==> src/rtl/sstf_pkg.sv <==
// Shared constants, payload structs and control types of the SSTF disk scheduler.
`default_nettype none

package sstf_pkg;

   localparam int MAX_REQUESTS  = 32;
   localparam int CYLINDER_BITS = 16;

   localparam int IDX_BITS = (MAX_REQUESTS > 1) ? $clog2(MAX_REQUESTS) : 1;
   localparam int CNT_BITS = $clog2(MAX_REQUESTS + 1);
   localparam int SUM_BITS = 22;

   typedef struct packed {
      logic [15:0] cylinder;
      logic        last_request;
   } req_type;

   typedef struct packed {
      logic [15:0]         served_cylinder;
      logic [15:0]         seek_distance;
      logic [SUM_BITS-1:0] total_movement;
      logic                overflow;
      logic                last_served;
   } rsp_type;

   typedef enum logic [1:0] {
      ST_IDLE,
      ST_SCAN,
      ST_EMIT
   } state_type;

   // compare request into the nearest-request search unit
   typedef struct packed {
      logic                clear;
      logic                cmp_valid;
      logic                cmp_served;
      logic [IDX_BITS-1:0] cmp_idx;
   } sel_ctl_type;

   // current winner of the search
   typedef struct packed {
      logic                     found;
      logic [IDX_BITS-1:0]      best_idx;
      logic [CYLINDER_BITS-1:0] best_cyl;
      logic [CYLINDER_BITS-1:0] best_dist;
   } sel_res_type;

endpackage

`default_nettype wire

==> src/rtl/sstf_ram.sv <==
// Generic single-write, single-read synchronous RAM with registered read data.
`default_nettype none

module sstf_ram #(
   parameter int WIDTH = 16,
   parameter int DEPTH = 32
) (
   input  wire logic                                        clock,
   input  wire logic                                        wr_en,
   input  wire logic [((DEPTH > 1) ? $clog2(DEPTH) : 1)-1:0] wr_addr,
   input  wire logic [WIDTH-1:0]                            wr_data,
   input  wire logic                                        rd_en,
   input  wire logic [((DEPTH > 1) ? $clog2(DEPTH) : 1)-1:0] rd_addr,
   output logic      [WIDTH-1:0]                            rd_data
);

   logic [WIDTH-1:0] mem [DEPTH];

   always_ff @(posedge clock) begin
      if (wr_en) begin
         mem[wr_addr] <= wr_data;
      end
      if (rd_en) begin
         rd_data <= mem[rd_addr];
      end
   end

endmodule

`default_nettype wire

==> src/rtl/sstf_sel.sv <==
// Nearest-request search unit: one compare per beat of RAM read data.
`default_nettype none

module sstf_sel (
   input  wire logic                                 clock,
   input  wire logic                                 reset,
   input  wire logic [sstf_pkg::CYLINDER_BITS-1:0]   head,
   input  wire logic [sstf_pkg::CYLINDER_BITS-1:0]   rd_data,
   input  wire sstf_pkg::sel_ctl_type                ctl,
   output sstf_pkg::sel_res_type                     res
);

   import sstf_pkg::*;

   logic                     found_ff, found_in;
   logic [IDX_BITS-1:0]      best_idx_ff, best_idx_in;
   logic [CYLINDER_BITS-1:0] best_cyl_ff, best_cyl_in;
   logic [CYLINDER_BITS-1:0] best_dist_ff, best_dist_in;
   logic [CYLINDER_BITS-1:0] seek_dist;
   logic                     take;

   assign seek_dist = (head >= rd_data) ? (head - rd_data) : (rd_data - head);
   // strict less-than keeps the earliest-loaded entry on a tie
   assign take = ctl.cmp_valid && !ctl.cmp_served &&
                 (!found_ff || (seek_dist < best_dist_ff));

   always_comb begin
      found_in     = found_ff;
      best_idx_in  = best_idx_ff;
      best_cyl_in  = best_cyl_ff;
      best_dist_in = best_dist_ff;
      if (ctl.clear) begin
         found_in = 1'b0;
      end else if (take) begin
         found_in     = 1'b1;
         best_idx_in  = ctl.cmp_idx;
         best_cyl_in  = rd_data;
         best_dist_in = seek_dist;
      end
   end

   always_ff @(posedge clock) begin
      if (reset) begin
         found_ff <= 1'b0;
      end else begin
         found_ff <= found_in;
      end
      best_idx_ff  <= best_idx_in;
      best_cyl_ff  <= best_cyl_in;
      best_dist_ff <= best_dist_in;
   end

   assign res.found     = found_ff;
   assign res.best_idx  = best_idx_ff;
   assign res.best_cyl  = best_cyl_ff;
   assign res.best_dist = best_dist_ff;

endmodule

`default_nettype wire

==> src/rtl/sstf_disk_scheduler.sv <==
// Top level of the shortest-seek-time-first disk scheduler.
// Requests arrive one beat each on the req_ channel and are written into a
// 32-entry request RAM, one beat per cycle, req_stall low while loading. The
// beat marked last_request starts scheduling from the cylinder held in the
// start_head register (written through csr_write_en / csr_write_data; the
// user must write it only while idle, the block does not enforce this). For a
// batch of n requests each result needs n reads of the single RAM read port,
// each compared against the current head in the search unit in the cycle
// after its read, then a drain and an emit, with req_stall high throughout.
// Requests beyond capacity are dropped and reported on every result of that
// batch through overflow. The result sits in an output register, so the next
// batch can start loading while the last result still waits on rsp_stall.
`default_nettype none

module sstf_disk_scheduler (
   input  wire logic              clock,
   input  wire logic              reset,
   // request channel
   input  wire logic              req_valid,
   output logic                   req_stall,
   input  wire sstf_pkg::req_type req_payload,
   // result channel
   output logic                   rsp_valid,
   input  wire logic              rsp_stall,
   output sstf_pkg::rsp_type      rsp_payload,
   // start_head register
   input  wire logic              csr_write_en,
   input  wire logic [15:0]       csr_write_data
);

   import sstf_pkg::*;

   state_type                state_ff, state_in;

   logic [15:0]              start_head_ff, start_head_in;
   logic [CNT_BITS-1:0]      count_ff, count_in;      // loaded requests
   logic [CNT_BITS-1:0]      issue_ff, issue_in;      // next RAM address of the scan
   logic [CNT_BITS-1:0]      step_ff, step_in;        // results emitted this batch
   logic [MAX_REQUESTS-1:0]  served_ff, served_in;
   logic                     dropped_ff, dropped_in;
   logic [CYLINDER_BITS-1:0] head_ff, head_in;
   logic [SUM_BITS-1:0]      sum_ff, sum_in;
   logic                     rd_valid_ff, rd_valid_in;
   logic [IDX_BITS-1:0]      rd_idx_ff, rd_idx_in;
   logic                     rsp_valid_ff, rsp_valid_in;
   rsp_type                  rsp_ff, rsp_in;

   logic                     req_accept;
   logic                     batch_start;
   logic                     load_en;
   logic                     issue_en;
   logic                     scan_done;
   logic                     emit_fire;
   logic                     emit_last;
   logic [CYLINDER_BITS-1:0] req_cyl;
   logic [CYLINDER_BITS-1:0] rd_data;
   logic [SUM_BITS-1:0]      sum_next;
   sel_ctl_type              sel_ctl;
   sel_res_type              sel_res;

   // ---------------------------------------------------------------
   // request RAM and search unit
   // ---------------------------------------------------------------
   assign req_cyl = CYLINDER_BITS'(req_payload.cylinder);

   sstf_ram #(
      .WIDTH (CYLINDER_BITS),
      .DEPTH (MAX_REQUESTS)
   ) u_store (
      .clock   (clock),
      .wr_en   (load_en),
      .wr_addr (count_ff[IDX_BITS-1:0]),
      .wr_data (req_cyl),
      .rd_en   (issue_en),
      .rd_addr (issue_ff[IDX_BITS-1:0]),
      .rd_data (rd_data)
   );

   assign sel_ctl.clear      = batch_start || (emit_fire && !emit_last);
   assign sel_ctl.cmp_valid  = rd_valid_ff;
   assign sel_ctl.cmp_served = served_ff[rd_idx_ff];
   assign sel_ctl.cmp_idx    = rd_idx_ff;

   sstf_sel u_sel (
      .clock   (clock),
      .reset   (reset),
      .head    (head_ff),
      .rd_data (rd_data),
      .ctl     (sel_ctl),
      .res     (sel_res)
   );

   // ---------------------------------------------------------------
   // sequencer
   // ---------------------------------------------------------------
   // scan finished once every address is issued and the last compare is in
   assign scan_done = (issue_ff == count_ff) && !rd_valid_ff;
   assign emit_last = (step_ff == CNT_BITS'(count_ff - 1'b1));

   always_comb begin
      state_in = state_ff;
      unique case (state_ff)
         ST_IDLE: begin
            if (req_valid && req_payload.last_request) begin
               state_in = ST_SCAN;
            end
         end
         ST_SCAN: begin
            if (scan_done) begin
               state_in = ST_EMIT;
            end
         end
         ST_EMIT: begin
            if (emit_fire) begin
               state_in = emit_last ? ST_IDLE : ST_SCAN;
            end
         end
         default: state_in = ST_IDLE;
      endcase
   end

   always_comb begin
      req_stall = 1'b1;
      issue_en  = 1'b0;
      emit_fire = 1'b0;
      unique case (state_ff)
         ST_IDLE: req_stall = 1'b0;
         ST_SCAN: issue_en = (issue_ff != count_ff);
         ST_EMIT: emit_fire = !rsp_valid_ff || !rsp_stall;
         default: req_stall = 1'b1;
      endcase
   end

   assign req_accept  = req_valid && !req_stall;
   assign batch_start = req_accept && req_payload.last_request;
   assign load_en     = req_accept && (count_ff != CNT_BITS'(MAX_REQUESTS));
   assign sum_next    = sum_ff + SUM_BITS'(sel_res.best_dist);

   // ---------------------------------------------------------------
   // datapath next values
   // ---------------------------------------------------------------
   always_comb begin
      start_head_in = csr_write_en ? csr_write_data : start_head_ff;
      count_in      = count_ff;
      issue_in      = issue_ff;
      step_in       = step_ff;
      served_in     = served_ff;
      dropped_in    = dropped_ff;
      head_in       = head_ff;
      sum_in        = sum_ff;
      rd_valid_in   = issue_en;
      rd_idx_in     = issue_ff[IDX_BITS-1:0];
      rsp_valid_in  = rsp_valid_ff && rsp_stall;
      rsp_in        = rsp_ff;

      if (issue_en) begin
         issue_in = issue_ff + 1'b1;
      end

      if (load_en) begin
         served_in[count_ff[IDX_BITS-1:0]] = 1'b0;
         count_in = count_ff + 1'b1;
      end else if (req_accept) begin
         dropped_in = 1'b1;
      end

      if (batch_start) begin
         head_in  = CYLINDER_BITS'(start_head_ff);
         sum_in   = '0;
         step_in  = '0;
         issue_in = '0;
      end

      if (emit_fire) begin
         rsp_valid_in                = 1'b1;
         rsp_in.served_cylinder      = 16'(sel_res.best_cyl);
         rsp_in.seek_distance        = 16'(sel_res.best_dist);
         rsp_in.total_movement       = sum_next;
         rsp_in.overflow             = dropped_ff;
         rsp_in.last_served          = emit_last;
         head_in                     = sel_res.best_cyl;
         issue_in                    = '0;
         if (emit_last) begin
            // batch done: the head stays where it ended
            served_in  = '0;
            count_in   = '0;
            sum_in     = '0;
            dropped_in = 1'b0;
            step_in    = '0;
         end else begin
            served_in[sel_res.best_idx] = 1'b1;
            sum_in  = sum_next;
            step_in = step_ff + 1'b1;
         end
      end
   end

   always_ff @(posedge clock) begin
      if (reset) begin
         state_ff      <= ST_IDLE;
         start_head_ff <= '0;
         count_ff      <= '0;
         issue_ff      <= '0;
         step_ff       <= '0;
         served_ff     <= '0;
         dropped_ff    <= 1'b0;
         head_ff       <= '0;
         sum_ff        <= '0;
         rd_valid_ff   <= 1'b0;
         rsp_valid_ff  <= 1'b0;
      end else begin
         state_ff      <= state_in;
         start_head_ff <= start_head_in;
         count_ff      <= count_in;
         issue_ff      <= issue_in;
         step_ff       <= step_in;
         served_ff     <= served_in;
         dropped_ff    <= dropped_in;
         head_ff       <= head_in;
         sum_ff        <= sum_in;
         rd_valid_ff   <= rd_valid_in;
         rsp_valid_ff  <= rsp_valid_in;
      end
      rd_idx_ff <= rd_idx_in;
      rsp_ff    <= rsp_in;
   end

   assign rsp_valid   = rsp_valid_ff;
   assign rsp_payload = rsp_ff;

   // ---------------------------------------------------------------
   // assertions
   // ---------------------------------------------------------------
   a_count_bound: assert property (@(posedge clock) disable iff (reset)
      count_ff <= CNT_BITS'(MAX_REQUESTS))
      else $error("loaded count beyond capacity");

   a_emit_has_pick: assert property (@(posedge clock) disable iff (reset)
      (state_ff == ST_EMIT) |-> sel_res.found)
      else $error("emit without a selected request");

   a_pick_unserved: assert property (@(posedge clock) disable iff (reset)
      (state_ff == ST_EMIT) |-> !served_ff[sel_res.best_idx])
      else $error("selected request already served");

   a_no_write_in_scan: assert property (@(posedge clock) disable iff (reset)
      load_en |-> (state_ff == ST_IDLE))
      else $error("request RAM written while scheduling");

   a_batch_end_clear: assert property (@(posedge clock) disable iff (reset)
      (emit_fire && emit_last) |=> (count_ff == '0) && (state_ff == ST_IDLE))
      else $error("batch state not cleared after last result");

endmodule

`default_nettype wire

==> config.mk <==
export PLATFORM = sky130hd
export DESIGN_NAME = sstf_disk_scheduler
export DESIGN_NICKNAME = d
export VERILOG_FILES = /design/src/rtl/sstf_pkg.sv /design/src/rtl/sstf_ram.sv /design/src/rtl/sstf_sel.sv /design/src/rtl/sstf_disk_scheduler.sv
export SDC_FILE = /design/constraint.sdc
export NUM_CORES = 1
export LEC_CHECK = 0
export BUFFER_PORTS_ARGS = -buffer_cell sky130_fd_sc_hd__buf_2
export CORE_MARGIN = 10
export CORE_UTILIZATION = 56
export CTS_CLUSTER_DIAMETER = 100
export CTS_CLUSTER_SIZE = 14
export DETAILED_ROUTE_END_ITERATION = 10
export PLACE_DENSITY = 0.77
export SETUP_SLACK_MARGIN = 0.4
export SYNTH_ARGS = -nofsm -noshare
export SYNTH_HDL_FRONTEND = slang
export SYNTH_SLANG_ARGS = --single-unit
==> constraint.sdc <==
create_clock -name clock -period 6.28 [get_ports clock]
set_clock_uncertainty 0.15 [all_clocks]
set_input_delay 1.256 -clock clock [delete_from_list [all_inputs] [get_ports clock]]
set_output_delay 1.256 -clock clock [all_outputs]
set_load 0.005 [all_outputs]
==> results_dict.tcl, run 1 <==
set metrics [dict create \
    initial_core_util_pct 56.4 \
    critPathLaunchType "flop" \
    setup_viol 0 \
    max_freq_mhz 181 \
    power_density_nw_per_um2 276 \
    combPwrFrac_pct 5.3 \
    tightest_slew_ns 1.27 \
    critPathRequiredTime_ns 6.45 \
    grt_pass1_vias 16590 \
    hp-start "u_store.rd_data[15]$_DFFE_PP_" \
    drtIter0Drc 1676 \
    synth-async-reset-ratio_pct 0 \
    rows 85 \
    antenna_found_initial 5 \
    hpwl_um 40100 \
    grt_usage_pct 21.1 \
    slew_headroom_pct 15.3 \
    root_buffer "clkbuf_16" \
    viasPerCell 6.24 \
    synth.most_common_cell "edfxtp_1" \
    p_clk_share_pct 36.0 \
    cp_max_fo 25 \
    endpoint_kind "flop" \
    yosys-top-cells-count "edfxtp_1, mux4_2, dfxtp_1" \
    peakVddDrop_mv 0.239 \
    hold_viol 0 \
    gp_congestion 0.906 \
    status "completed" \
    ant_nets 0 \
    vias 16222 \
    drcViolationCount 0 \
    clock_latency_ns 0.65 \
    crit_arrival_ns 5.69 \
    synthesis.nets 1883 \
    wl_um 66700 \
    synth_flop_cell "edfxtp_1" \
    die_w_um 253 \
    fillCellCount 3667 \
    boundaryPins 96 \
    synth_area_per_cell_um2 17.1 \
    hold_path.class "reg2reg" \
    clk_pin_slew_worst_paths_ns 0.07 \
    cts_buffers 58 \
    period_needed_ns 5.53 \
    grt_max_degree 73 \
    critPathKind "reg2reg" \
    p_sw_mw 1.95 \
    synth_cells 1774 \
    yosysSeqAreaShare_pct 69.2 \
    synth_seq_cells 736 \
    grt_pass1_wl_um 102000 \
    internal_power_mw 7.24 \
    synth.distinct_cells 66 \
    rsz0062_at_grt "no" \
    drive_gt1_share_pct 22.9 \
    r2r-start "head_ff[0]$_SDFFE_PP0P_" \
    place_ws_ns 0.694 \
    synth.largest_area_cell "edfxtp_1" \
    crit_start "head_ff[0]$_SDFFE_PP0P_" \
    cts.sinks 736 \
    htreeDepth 2 \
    synth.top_cell.area_share_pct 61.6 \
    dieArea_um2 63800 \
    portBuffers 95 \
    core-area_um2 53700 \
    fp.dieH_um 253 \
    area_growth_pct 9.77 \
    fin_setup_tns_ns 0 \
    clockBufferDepth 3 \
    grt_overflow 0 \
    yosys_warnings 0 \
    wl_per_cell_um 25.7 \
    synth_area_leaders "edfxtp_1, mux4_2, dfxtp_1" \
    post-route-period-util_pct 88.0 \
    syn_area_um2 30300 \
    power_leakage_nw 11.0 \
    dr.pass1.iters 5 \
    finalMaxSlewViolations 0 \
    pwr-share-seq_pct 58.7 \
    fin_nets 1987 \
    synth_edf_count 621 \
    drv_cap 0 \
    postCtsSetupBuffers 0 \
    cts_tree "done" \
    fin_ws_ns 0.753 \
    p_sw_share_pct 21.2 \
]
[repair_timing]
| action | 4_1_cts | 5_1_grt |
|---|---|---|
| resized for setup | 0 | 1 |
| endpoints found under the setup margin | 0 | 25 |
| endpoints found under the hold margin | 0 | 0 |
| hold buffers | 0 | 0 |
[critical path: stages (launching register included)]
cell      delay, ns
dfxtp_1        0.33
inv_1          0.07
ha_1           0.17
inv_1          0.06
fa_1           0.40
nand3_1        0.11
nand2_1        0.10
o221ai_1       0.31
o211a_2        0.64
mux2_4         0.38
a31oi_4        0.21
o21bai_1       0.13
a221oi_2       0.26
xnor2_1        0.18
ha_1           0.28
a21o_1         0.17
a21oi_1        0.14
o21ai_0        0.11
a21oi_1        0.15
nand3_1        0.13
a21oi_4        0.44
buf_12         0.26
[sequential cells by signal (all words and copies together) (netlist names), 16 cells and up]
name	cells
sum_ff	22
head_ff	16
u_store.rd_data	16
u_sel.best_dist_ff	16
start_head_ff	16
served_ff	32
rsp_payload	56
u_sel.best_cyl_ff	16
u_store.mem	512
[metrics by stage]
step / hold WS, ns / instances / instance area (µm²) / utilization [%] / power (mW)
after global routing: 0.323 / 2597 / 33200 / 61.9 / 9.48
after CTS: 0.302 / 2597 / 33200 / 61.9 / 9.24
final: 0.301 / 2598 / 33200 / 61.9 / 9.19
after detailed placement: 0.286 / 2514 / 31600 / 58.9 / 5.98
after floorplan: 0.176 / 1774 / 30300 / - / 5.80
after global placement: 0.286 / 2514 / 31600 / 58.9 / 5.96
[routing by layer]
| metal | routed length, µm | up-vias | global-route usage [%] |
|---|---|---|---|
| met5 | 41 | - | 0 |
| met4 | 1720 | 6 | 6.56 |
| met3 | 4900 | 120 | 3.79 |
| met2 | 33700 | 671 | 35.8 |
| met1 | 26300 | 8322 | 27.4 |
| li1 | - | 7103 | - |
[worst paths after layout]
kind / end / slack, ns / cells past startpoint
max reg2reg: u_sel.best_cyl_ff[15]$_DFFE_PP_ / 0.75 / 21
min reg2reg: u_sel.best_cyl_ff[15]$_DFFE_PP_ / 0.30 / 0
max: u_sel.best_cyl_ff[15]$_DFFE_PP_ / 0.75 / 21
min: u_sel.best_cyl_ff[15]$_DFFE_PP_ / 0.30 / 0
[kinds of logic after synthesis]
| kind of cell | Yosys count | share of synthesized area, % |
|---|---|---|
| xor gates and xnor gates | 56 | 1.62 |
| AOI/OAI and AO/OA | 250 | 5.32 |
| adders and majority gates | 71 | 3.01 |
| DFF | 736 | 69.2 |
| buffers and inverters | 160 | 2.23 |
| and+or+nand+nor | 283 | 4.34 |
| muxes | 218 | 14.3 |
[power by group through the flow]
stage / clock network (mW) / logic [mW] / registers (mW)
finish: 3.31 / 0.489 / 5.39
global route: 3.55 / 0.535 / 5.39
CTS: 3.36 / 0.490 / 5.39
detailed placement: 0 / 0.486 / 5.50
global placement: 0 / 0.469 / 5.49
floorplan: 0 / 0.323 / 5.48
[placed cells by master, fill, tap and decap left out, types with 4 or more instances in the layout]
cell / count
nand2_1: 75
and3_1: 6
a21o_1: 25
xor2_1: 21
or3_1: 8
ha_1: 68
mux2i_1: 29
mux2_2: 18
a22o_1: 17
a22oi_1: 10
nor2_2: 19
clkbuf_16: 58
a31oi_1: 7
buf_2: 95
mux4_2: 170
nand3_1: 13
nand2b_1: 10
nor3b_1: 4
or2_2: 5
dfxtp_1: 111
o21ai_0: 60
a211oi_1: 10
nor2b_1: 10
o21bai_1: 4
xnor2_1: 35
clkbuf_1: 20
nor3_1: 22
edfxtp_1: 621
a21oi_1: 82
buf_4: 40
nand4_1: 14
nor2_1: 83
inv_1: 65
[layout make-up]
cell class              instances  area, µm²  share of cell area [%]
clock buffers                  79       1540                    4.63
inverters                      66        248                   0.745
multi-input cells             878       8720                    26.2
diodes                          1       2.50                 0.00753
clock inverters                 4       63.8                   0.192
repair buffers                138        836                    2.51
flip-flops and latches        736      21000                    63.0
well taps                     696        871                    2.62
Note: power is estimated with default switching activity, not from simulation.
==> run 2: changes to the inputs <==
--- a/config.mk
+++ b/config.mk
@@ -6,13 +6,11 @@
 export NUM_CORES = 1
 export LEC_CHECK = 0
 export BUFFER_PORTS_ARGS = -buffer_cell sky130_fd_sc_hd__buf_2
-export CORE_MARGIN = 10
 export CORE_UTILIZATION = 56
 export CTS_CLUSTER_DIAMETER = 100
 export CTS_CLUSTER_SIZE = 14
 export DETAILED_ROUTE_END_ITERATION = 10
 export PLACE_DENSITY = 0.77
-export SETUP_SLACK_MARGIN = 0.4
 export SYNTH_ARGS = -nofsm -noshare
 export SYNTH_HDL_FRONTEND = slang
 export SYNTH_SLANG_ARGS = --single-unit
==> run 2 against run 1 <==
Sequential power barely moved; final cell count fell by 0.19%; critical path type unchanged; sequential cell count did not move; count of clock-buffer cells in the layout fell by 4; die area fell by 14%; combinational power barely moved; critical endpoint is now u_sel.best_cyl_ff[5]$_DFFE_PP_; routed wire length rose by 0.38%; clock power barely moved.
==> results_dict.tcl, run 2 (synthesis gave the netlist of run 1 again) <==
set metrics [dict create \
    drtIter0Drc 1648 \
    grt_overflow 0 \
    grt_usage_pct 24.9 \
    critPathLaunchType "flop" \
    max_stage_delay_ns 0.53 \
    critPathKind "reg2reg" \
    power_density_nw_per_um2 277 \
    r2r_setup_slack_ns 0.98 \
    clock_latency_ns 0.63 \
    finalMaxSlewViolations 0 \
    boundaryPins 96 \
    final_common_cell "edfxtp_1" \
    crit_cells 18 \
    worstReg2RegEnd "u_sel.best_cyl_ff[5]$_DFFE_PP_" \
    cp_max_fo 25 \
    crit_buf_inv 1 \
    portBuffers 95 \
    tightest_slew_ns 1.28 \
    antenna_found_initial 0 \
    dr.pass1.iters 6 \
    crit_start "u_store.rd_data[9]$_DFFE_PP_" \
    largest_reg_flops 512 \
    fp.dieH_um 235 \
    htreeDepth 2 \
    r2r-start "u_store.rd_data[9]$_DFFE_PP_" \
    cp_top_family "compound AO/OA/AOI/OAI gates" \
    grt_pass1_vias 16529 \
    largest_register "u_store.mem" \
    clk_pin_slew_worst_paths_ns 0.07 \
    wl_per_cell_um 25.8 \
    ant_nets 0 \
    drive_gt1_share_pct 23.0 \
    hold_viol 0 \
    root_buffer "clkbuf_16" \
    critical_path.endpoint "u_sel.best_cyl_ff[5]$_DFFE_PP_" \
    worst_path_max_delay_cell "ha_1" \
    power_leakage_nw 11.1 \
    hold_buffers 0 \
    slew_headroom_pct 14.7 \
    cts_buffers 58 \
    final_cell_mix "edfxtp_1, mux4_2, dfxtp_1" \
    period_needed_ns 5.30 \
    post-route-period-util_pct 84.4 \
    viasPerCell 6.28 \
    drcViolationCount 0 \
    status "completed" \
    postCtsSetupBuffers 0 \
    critPathRequiredTime_ns 6.44 \
    place_area_um2 31700 \
    die_w_um 235 \
    cp_cell_sequence "ha_1 -> nand4_1 -> nor3_1 -> o221ai_1 -> o211a_1 -> mux2_4 -> a31oi_4 -> o21bai_1 -> a221oi_2 -> xnor2_1 -> ha_1 -> a21o_1 -> a21oi_1 -> o21ai_0 -> a21oi_1 -> nand3_1 -> a21oi_4 -> buf_12" \
    gp_congestion 0.907 \
    core-area_um2 53000 \
    min_path_cells 0 \
    initial_core_util_pct 57.2 \
    crit_arrival_ns 5.46 \
    rsz0062_at_grt "no" \
    rows 84 \
    cts.sinks 736 \
    peakVddDrop_mv 0.300 \
    wl_um 67000 \
    fin_util_pct 62.8 \
    max_freq_mhz 189 \
    fin_setup_tns_ns 0 \
    dieArea_um2 55000 \
    fin_area_um2 33300 \
    cts_tree "done" \
    clockBufferDepth 3 \
    grt_pass1_wl_um 100000 \
    endpoint_kind "flop" \
    vias 16297 \
    cts_resized 0 \
    setup_viol 0 \
    hold_path.class "reg2reg" \
    fin_nets 1994 \
    hpwl_um 39900 \
    r2r_cells 18 \
    drv_cap 0 \
    grt_max_degree 69 \
    area_growth_pct 9.87 \
]
## run 2: worst min-delay path by stage
stage	from	endpoint
finish	u_sel.best_cyl_ff[14]$_DFFE_PP_	rsp_payload[54]$_DFFE_PP_
global route	u_sel.best_cyl_ff[1]$_DFFE_PP_	rsp_payload[41]$_DFFE_PP_
CTS	u_sel.best_cyl_ff[1]$_DFFE_PP_	rsp_payload[41]$_DFFE_PP_
detailed placement	u_sel.best_cyl_ff[14]$_DFFE_PP_	rsp_payload[54]$_DFFE_PP_
global placement	u_store.rd_data[15]$_DFFE_PP_	u_sel.best_cyl_ff[15]$_DFFE_PP_
floorplan	issue_ff[2]$_SDFFE_PP0P_	rd_idx_ff[2]$_DFF_P_
## run 2: layer usage
layer	GRT usage [%]	routed length, µm	vias to the layer above
met5	0	0	-
met4	7.44	1820	0
met3	3.86	4670	135
met2	44.0	34700	728
met1	31.9	25900	8323
li1	-	-	7111
## run 2: power by group
part	internal [mW]	switching, mW
Combinational	0.192	0.301
Clock	1.72	1.61
Sequential	5.35	0.0381
## run 2: final cells by class
class / count / area [µm²]
diodes: 1 / 2.50
clock buffers: 75 / 1520
clock inverters: 4 / 93.8
fillers: 3644 / 19700
inverters: 66 / 248
multi-input cells: 878 / 8720
flip-flops and latches: 736 / 21000
well taps: 688 / 861
repair buffers: 145 / 876
## run 2: per-stage QoR
step,worst slack [ns],power (mW),hold WS [ns],instances
2_1_floorplan,0.273,5.80,0.176,1774
3_3_place_gp,1.11,5.97,0.292,2513
3_5_place_dp,1.06,5.98,0.294,2513
4_1_cts,1.02,9.25,0.310,2592
5_1_grt,0.585,9.48,0.315,2592
6_report,0.982,9.21,0.312,2593
==> run 3: changes to the inputs <==
--- a/config.mk
+++ b/config.mk
@@ -6,11 +6,11 @@
 export NUM_CORES = 1
 export LEC_CHECK = 0
 export BUFFER_PORTS_ARGS = -buffer_cell sky130_fd_sc_hd__buf_2
-export CORE_UTILIZATION = 56
+export CORE_UTILIZATION = 62
 export CTS_CLUSTER_DIAMETER = 100
 export CTS_CLUSTER_SIZE = 14
 export DETAILED_ROUTE_END_ITERATION = 10
-export PLACE_DENSITY = 0.77
+export PLACE_DENSITY = 0.81
 export SYNTH_ARGS = -nofsm -noshare
 export SYNTH_HDL_FRONTEND = slang
 export SYNTH_SLANG_ARGS = --single-unit
==> constraint.sdc (replaced) <==
create_clock -name clock -period 4.9 [get_ports clock]
set_clock_uncertainty 0.15 [all_clocks]
set_input_delay 0.98 -clock clock [delete_from_list [all_inputs] [get_ports clock]]
set_output_delay 0.98 -clock clock [all_outputs]
set_load 0.005 [all_outputs]
==> run 3 against run 2 <==
Sequential power increased by 28%; register-to-register slack got worse by 0.86 ns; global-route usage increased by 4.2 points; power increased by 30%; via count increased by 3.8%; setup slack got worse by 0.86 ns; hold slack got worse by 0.011 ns; die area decreased by 9.6%; count of clock-buffer cells in the layout increased by 31; final area increased by 1.0%.
==> results_dict.tcl, run 3 (synthesis gave the netlist of run 1 again) <==
set metrics [dict create \
    status "completed" \
    multiInputGateArea_um2 8750 \
    drive_gt1_share_pct 23.9 \
    critPathLaunchType "flop" \
    fin_setup_tns_ns 0 \
    boundaryPins 96 \
    fin_area_um2 33600 \
    r2r_setup_slack_ns 0.12 \
    core-area_um2 47900 \
    drv_cap 0 \
    place_area_um2 31700 \
    final_common_cell "edfxtp_1" \
    cts_buffers 58 \
    wl_met1_um 26600 \
    tightest_slew_ns 1.33 \
    grt_pass1_vias 17173 \
    fp.dieH_um 223 \
    portBuffers 95 \
    die_w_um 223 \
    htreeDepth 2 \
    stdcell_count 2573 \
    worstReg2RegEnd "u_sel.best_cyl_ff[2]$_DFFE_PP_" \
    hold_buffers 0 \
    largest_reg_flops 512 \
    fin_nets 2016 \
    hold_path.class "reg2reg" \
    route.met3.wl_um 5750 \
    r2r_cells 22 \
    grt_max_degree 59 \
    fillCellCount 2883 \
    dieArea_um2 49700 \
    period_needed_ns 4.78 \
    post-route-period-util_pct 97.5 \
    wl_um 71500 \
    crit_arrival_ns 4.96 \
    cts.sinks 736 \
    drtIter0Drc 1726 \
    fin_util_pct 70.1 \
    dr.pass1.iters 5 \
    rows 80 \
    grt_overflow 0 \
    antenna_found_initial 6 \
    power_density_nw_per_um2 356 \
    hold_viol 0 \
    grt_usage_pct 29.1 \
    cp_max_fo 9 \
    drcViolationCount 0 \
    critPathKind "reg2reg" \
    clk_pin_slew_worst_paths_ns 0.07 \
    grt_pass1_wl_um 105000 \
    finalMaxSlewViolations 0 \
    wl_per_cell_um 27.8 \
    viasPerCell 6.57 \
    final_cell_mix "edfxtp_1, mux4_2, dfxtp_1" \
    ant_nets 0 \
    vias 16917 \
    gp_congestion 0.944 \
    area_growth_pct 11.0 \
    wl_met2_um 35900 \
    top_layer_used "met5" \
    peakVddDrop_mv 0.358 \
    min_path_cells 0 \
    critPathRequiredTime_ns 5.08 \
    hpwl_um 41400 \
    slew_headroom_pct 11.4 \
    initial_core_util_pct 63.2 \
    setup_viol 0 \
    power_leakage_nw 11.3 \
    cts_tree "done" \
    dp.cells 2449 \
    crit_start "u_store.rd_data[0]$_DFFE_PP_" \
    hp-start "dropped_ff$_SDFF_PP0_" \
    r2r-start "u_store.rd_data[0]$_DFFE_PP_" \
    clockBufferDepth 3 \
    final-seq-area_um2 21000 \
    whs_endpoint "rsp_payload[1]$_DFFE_PP_" \
    endpoint_kind "flop" \
    largest_register "u_store.mem" \
    clock_latency_ns 0.66 \
    max_freq_mhz 209 \
    root_buffer "clkbuf_16" \
]
-- run 3: cell types whose count changed in the layout (fill, tap and decap cells not counted), sizes merged --
cell,previous run,this run
buf,145,164
bufinv,1,0
clkbuf,75,109
inv,66,67
-- run 3: where the power goes --
| group | total [mW] | internal, mW | switching, mW |
|---|---|---|---|
| clock | 4.40 | 2.26 | 2.14 |
| sequential | 6.90 | 6.86 | 0.0462 |
| combinational | 0.662 | 0.264 | 0.398 |
| total | 12.0 | 9.38 | 2.58 |
-- run 3: metal layers --
metal / vias to the layer above / global-route usage (%)
met2: 1018 / 49.1
met4: 8 / 13.7
li1: 7183 / -
met1: 8504 / 37.0
met3: 204 / 5.04
met5: - / 0
-- run 3: what timing repair did --
| action | in CTS | in global routing |
|---|---|---|
| gates resized for setup | 0 | 8 |
| setup endpoints to repair | 0 | 37 |
| setup buffers | 0 | 8 |
-- run 3: metrics by stage --
step	power, mW	hold WS [ns]	worst slack [ns]
6_report	12.0	0.301	0.124
5_1_grt	12.3	0.320	-0.0152
2_1_floorplan	7.44	0.176	0.0746
3_5_place_dp	7.67	0.282	0.130
4_1_cts	12.0	0.302	0.0844
3_3_place_gp	7.65	0.282	0.148
-- run 3: area by class of cell --
cell class                 instances  area share [%]
sequential                       736            62.3
inverter                          66           0.741
tap                              615            2.29
antenna                            1         0.00744
clock inverter                     4           0.257
multi-input combinational        878            26.0
clock buffer                     106            4.85
timing repair buffer             167            3.50
-- run 3: how the worst max path moves through the flow --
stage                                                 end  slack, ns  depth (start not counted)
after global routing       u_sel.best_cyl_ff[2]$_DFFE_PP_      -0.02                         22
after detailed placement  u_sel.best_cyl_ff[11]$_DFFE_PP_       0.13                         21
after CTS                 u_sel.best_cyl_ff[15]$_DFFE_PP_       0.08                         21
final                      u_sel.best_cyl_ff[2]$_DFFE_PP_       0.12                         22
after floorplan            u_sel.best_cyl_ff[0]$_DFFE_PP_       0.07                         20
after global placement     u_sel.best_cyl_ff[8]$_DFFE_PP_       0.15                         21
-- run 3: critical path, stage by stage, from the launching register on --
cell,delay (ns)
edfxtp_1,0.41
inv_1,0.08
ha_1,0.14
inv_1,0.07
fa_2,0.35
a21oi_2,0.15
nor2b_1,0.07
o311a_1,0.31
o41a_1,0.32
mux2_4,0.29
a31oi_4,0.15
o21bai_1,0.10
a221oi_2,0.26
xnor2_1,0.17
ha_1,0.28
a21o_1,0.17
a21oi_1,0.14
o21ai_0,0.10
a21oi_1,0.13
nand3_1,0.13
a21oi_4,0.22
buf_12,0.16
buf_12,0.13
